`config.mk`:
```
export PLATFORM = sky130hd
export DESIGN_NAME = mbet_ctrl
export DESIGN_NICKNAME = d
export VERILOG_FILES = /design/src/rtl/mbet_pkg.sv /design/src/rtl/mbet_ctrl.sv
export SDC_FILE = /design/constraint.sdc
export NUM_CORES = 1
export LEC_CHECK = 0
export BUFFER_PORTS_ARGS = -buffer_cell sky130_fd_sc_hd__buf_2
export CAP_MARGIN = 10
export CORE_AREA = 2 2 39 41
export CTS_CLUSTER_DIAMETER = 120
export DETAILED_ROUTE_END_ITERATION = 10
export DIE_AREA = 0 0 41 43
export GPL_ROUTABILITY_DRIVEN = 0
export PLACE_DENSITY = 0.71
export SLEW_MARGIN = 20
export SYNTH_ARGS = -nofsm -noshare
export SYNTH_HDL_FRONTEND = slang
export SYNTH_SLANG_ARGS = --single-unit
```
`constraint.sdc`:
```
create_clock -name clk -period 2.85 [get_ports clk]
set_input_delay 0.285 -clock clk [delete_from_list [all_inputs] [get_ports clk]]
set_output_delay 0.285 -clock clk [all_outputs]
set_load 0.005 [all_outputs]
```
`src/rtl/mbet_pkg.sv`:
```
// ----------------------------------------------------------------------------
// mbet_pkg
// Shared widths, constants, register indexes and the control/status structs
// of the escape-time core.
// ----------------------------------------------------------------------------
package mbet_pkg;

  // Fixed-point format of the complex plane (signed Q4.28)
  localparam int FRAC_BITS = 28;
  localparam int MAX_DIM   = 4096;

  // Field and register widths
  localparam int COORD_W    = 32;
  localparam int DIM_W      = 13;
  localparam int POS_W      = 12;
  localparam int ITER_W     = 16;
  localparam int CFG_DATA_W = 32;
  localparam int CFG_IDX_W  = 3;

  // Mapping arithmetic: |pos * (hi - lo)| < 2^44
  localparam int DIFF_W    = COORD_W + 1;
  localparam int PROD_W    = POS_W + COORD_W;
  localparam int MAP_W     = PROD_W + 2;
  localparam int DIV_STEPS = PROD_W;
  localparam int DIV_CNT_W = $clog2(DIV_STEPS + 1);

  // Iteration arithmetic: a live z component stays below 2.0 in magnitude
  localparam int Z_W   = FRAC_BITS + 2;
  localparam int ZP_W  = 2 * Z_W;
  localparam int SQ_W  = FRAC_BITS + 2;
  localparam int XY_W  = FRAC_BITS + 3;
  localparam int SUM_W = COORD_W + 2;

  localparam longint ZLIM   = 64'sd1 << (FRAC_BITS + 1);  // 2.0
  localparam longint RLIM   = 64'sd1 << (FRAC_BITS + 2);  // 4.0
  localparam longint RND_TZ = (64'sd1 << FRAC_BITS) - 1;  // round-toward-zero bias

  // Configuration register indexes
  typedef enum logic [CFG_IDX_W-1:0] {
    REG_LEFT     = 3'd0,
    REG_RIGHT    = 3'd1,
    REG_LOWER    = 3'd2,
    REG_UPPER    = 3'd3,
    REG_WIDTH    = 3'd4,
    REG_HEIGHT   = 3'd5,
    REG_ITER_CAP = 3'd6
  } cfg_reg_t;

  // Controller -> datapath commands
  typedef struct packed {
    logic load;       // capture pixel position, clear z and count
    logic map_mul;    // form |pos * span| for the selected axis
    logic div_start;  // launch the shared divider
    logic map_store;  // add the quotient to the axis base, store c
    logic axis;       // 0: real axis, 1: imaginary axis
    logic iter_mul;   // square / cross products of z
    logic iter_add;   // escape test and z update
    logic out_load;   // move the count into the output register
  } mbet_cmd_t;

  // Datapath -> controller status
  typedef struct packed {
    logic div_busy;
    logic div_done;
    logic cap_zero;   // iteration cap is zero
    logic iter_end;   // this update step ends the pixel
  } mbet_stat_t;

endpackage

```
`src/rtl/mbet_ctrl.sv`:
```
// ----------------------------------------------------------------------------
// mbet_ctrl
// Controller: sequences mapping of both axes, the iteration loop and the
// hand-off to the output register; owns the channel handshakes.
// ----------------------------------------------------------------------------
module mbet_ctrl (
  input  logic                 clk,
  input  logic                 rst,
  input  logic                 in_valid,
  output logic                 in_ready,
  output logic                 out_valid,
  input  logic                 out_ready,
  input  mbet_pkg::mbet_stat_t stat,
  output mbet_pkg::mbet_cmd_t  cmd
);
  import mbet_pkg::*;

  typedef enum logic [7:0] {
    S_IDLE      = 8'b0000_0001,
    S_MAP_MUL   = 8'b0000_0010,
    S_DIV_GO    = 8'b0000_0100,
    S_MAP_DIV   = 8'b0000_1000,
    S_MAP_STORE = 8'b0001_0000,
    S_ITER_MUL  = 8'b0010_0000,
    S_ITER_ADD  = 8'b0100_0000,
    S_FINISH    = 8'b1000_0000
  } state_t;

  state_t state, state_next;
  logic   axis, axis_next;
  logic   out_valid_next;

  // Next state and commands
  always_comb begin
    state_next = state;
    axis_next  = axis;
    cmd        = '0;
    cmd.axis   = axis;
    in_ready   = 1'b0;
    case (state)
      S_IDLE: begin
        in_ready = 1'b1;
        if (in_valid) begin
          cmd.load   = 1'b1;
          axis_next  = 1'b0;
          state_next = S_MAP_MUL;
        end
      end
      S_MAP_MUL: begin
        cmd.map_mul = 1'b1;
        state_next  = S_DIV_GO;
      end
      S_DIV_GO: begin
        cmd.div_start = 1'b1;
        state_next    = S_MAP_DIV;
      end
      S_MAP_DIV: begin
        if (stat.div_done)
          state_next = S_MAP_STORE;
      end
      S_MAP_STORE: begin
        cmd.map_store = 1'b1;
        if (!axis) begin
          axis_next  = 1'b1;
          state_next = S_MAP_MUL;
        end else if (stat.cap_zero) begin
          state_next = S_FINISH;
        end else begin
          state_next = S_ITER_MUL;
        end
      end
      S_ITER_MUL: begin
        cmd.iter_mul = 1'b1;
        state_next   = S_ITER_ADD;
      end
      S_ITER_ADD: begin
        cmd.iter_add = 1'b1;
        state_next   = stat.iter_end ? S_FINISH : S_ITER_MUL;
      end
      S_FINISH: begin
        // wait for the output register to free up
        if (!out_valid || out_ready) begin
          cmd.out_load = 1'b1;
          state_next   = S_IDLE;
        end
      end
      default: begin
        state_next = S_IDLE;
      end
    endcase
  end

  // Output valid flag
  always_comb begin
    if (cmd.out_load)
      out_valid_next = 1'b1;
    else if (out_ready)
      out_valid_next = 1'b0;
    else
      out_valid_next = out_valid;
  end

  always_ff @(posedge clk) begin
    if (rst) begin
      state     <= S_IDLE;
      axis      <= 1'b0;
      out_valid <= 1'b0;
    end else begin
      state     <= state_next;
      axis      <= axis_next;
      out_valid <= out_valid_next;
    end
  end

endmodule

```
==> flow_summary.json <==
{
  "cts_root_buffer": "clkbuf_4",
  "vias": 563,
  "post_cts_buffers": 0,
  "period_minus_slack_ps": 2340,
  "multi_input_area_um2": 347,
  "p_total_w": 0.000485,
  "yosysSeqAreaShare": 0.334,
  "io_buffers": 16,
  "r2r_start": "state[0]",
  "hold_depth": 3,
  "netlist_instances": 67,
  "syn-mean-instance-area_um2": 8.95,
  "detail-route-antenna-nets": 0,
  "finalSetupViolations": 0,
  "rows": 14,
  "antenna_found_initial": 0,
  "cts_made_buffers": 3,
  "stdcell_count": 98,
  "whs_ps": 311,
  "min_from": "stat[2]",
  "hold_viol_final": 0,
  "path_clk_slew_ps": 70,
  "worstSetupPathType": "reg -> out",
  "layout-drive-gt1-share": 0.317,
  "leakage_nw": 0.322,
  "ios": 18,
  "core_area_mm2": 0.00138,
  "ir_drop_mv": 0.371,
  "drc": 0,
  "dp.cells": 95,
  "rsz0062_at_grt": "no",
  "r2r_end": "state[0]",
  "ys_types": 29,
  "drtIter0Drc": 11,
  "max_slew_margin": 0.646,
  "globalRouteOverflowTotal": 0,
  "cp-end-kind": "output pin",
  "crit_fanout": 6,
  "slew_violations": 0,
  "holdPathEnd": "state[4]",
  "cts_sinks": 10,
  "finalClockSkew_ps": 6.42,
  "dieArea_mm2": 0.00176,
  "wl_per_cell_um": 13.3,
  "post_cts_resized": 0,
  "track_usage": 0.172,
  "insertedDiodeCount": 0,
  "htree_levels": 1,
  "worst_pin_slew_ps": 526,
  "cp.required_ps": 2570,
  "syn_to_final_growth_pct": 16.1,
  "dpl.hpwl_um": 976,
  "fin_crit_sh": 0.820,
  "synth_area_um2": 599,
  "arrival_ps": 2050,
  "die_y_um": 43,
  "nNetsFinal": 92,
  "rr_worst_depth": 4,
  "fin_setup_tns_ps": 0,
  "cts.path.max_buffers": 2,
  "fillers": 142,
  "seqCellArea_um2": 200,
  "hold_class": "in -> reg",
  "rrSetupSlack_ps": 750,
  "power.density_mw_per_mm2": 697,
  "maxCapViolCount": 0,
  "grt_pass1_vias": 483,
  "tritoncts": "built",
  "postCtsHoldBufs": 0,
  "fmax_mhz": 428,
  "grt_pass1_wl_um": 2040,
  "status": "finished, final reports clean",
  "grt_max_degree": 11,
  "ys.warnings.count": 0,
  "drt_first_pass_iters": 4,
  "syn-num-nets": 75,
  "worstSkewPairLatency_ps": 270,
  "postRouteWirelength_um": 1300,
  "cp-start-kind": "register",
  "die_x_um": 41,
  "synth-seq-cells": 10,
  "initial_core_util": 0.433,
  "avgViaCountPerCell": 5.74
}
[logic make-up after synthesis]
kind of cell | Yosys count | share of synthesized area
xor gates and xnor gates | 2 | 0.0292
buffers and inverters | 11 | 0.0877
and+or+nand+nor | 31 | 0.363
DFF | 10 | 0.334
AOI/OAI and AO/OA | 13 | 0.186
[cell usage in the layout (no fill, tap or decap), types with 2 or more instances in the layout]
| cell type | n |
|---|---|
| nand2b_1 | 3 |
| nor2_1 | 8 |
| xor2_1 | 2 |
| nand3_1 | 3 |
| o22ai_1 | 2 |
| nor4b_1 | 3 |
| o21ai_0 | 2 |
| a32oi_1 | 2 |
| or4_4 | 2 |
| nor4_1 | 2 |
| nand4b_1 | 2 |
| clkbuf_4 | 3 |
| dfxtp_1 | 10 |
| buf_2 | 16 |
| a21oi_1 | 2 |
| inv_1 | 7 |
[routing by layer]
layer / global-route usage / wire (um)
met1: 0.234 / 629
met2: 0.225 / 533
met3: 0.0314 / 93
met4: 0.140 / 46
met5: 0 / 0
[stage by stage]
step | instance area, um^2 | utilization | setup slack, ps
6_report | 696 | 0.503 | 512
5_1_grt | 696 | 0.503 | 456
4_1_cts | 696 | 0.503 | 504
3_5_place_dp | 673 | 0.486 | 767
3_3_place_gp | 673 | 0.486 | 766
2_1_floorplan | 599 | - | 851
[Yosys cell counts]
library cell   n  area [um^2]
nor4_1         2         12.5
nand3_1        3         15.0
o22a_4         1         17.5
and4bb_1       1         12.5
nand2b_1       3         18.8
nor4b_1        3         26.3
o21ai_0        2         10.0
o211a_1        1         10.0
buf_1          1         3.75
xor2_1         2         17.5
nor2b_1        1         6.26
a221oi_2       1         15.0
and4b_1        1         10.0
nor3_1         1         5.00
and4_1         1         8.76
buf_4          3         22.5
dfxtp_1       10          200
inv_1          7         26.3
a21oi_1        2         10.0
and2b_2        1         8.76
nand4b_1       2         17.5
or4_4          2         22.5
a311o_1        1         10.0
and4b_2        1         11.3
o22ai_1        2         12.5
nor2_1         8         30.0
o221ai_1       1         8.76
nor4_2         1         12.5
a32oi_1        2         17.5
[critical path, stage by stage, from the launching register on]
cell,delay (ps)
dfxtp_1,360
or4_4,570
or4_4,530
and2b_2,220
buf_2,100
[area by class of cell]
type	instances	area share
inverter	7	0.0378
tap	16	0.0288
clock buffer	3	0.0324
timing repair buffer	16	0.115
sequential	10	0.288
multi-input combinational	46	0.498
[worst max-delay path by stage]
stage	startpoint	to
6_report	state[0]	cmd[0]
5_1_grt	state[0]	cmd[0]
4_1_cts	state[0]	cmd[0]
3_5_place_dp	state[0]	state[0]
3_3_place_gp	state[0]	state[0]
2_1_floorplan	state[0]	state[0]
[sequential cells by signal, indices dropped and copies added (netlist names)]
name and count:
axis 1, out_valid 1, state 8
[where the power goes]
part           internal, W  switching [W]
Clock            0.0000487      0.0000479
Combinational     0.000102       0.000101
Sequential        0.000158      0.0000278
Total             0.000308       0.000177
No activity file was read; power rests on OpenSTA's default activity.
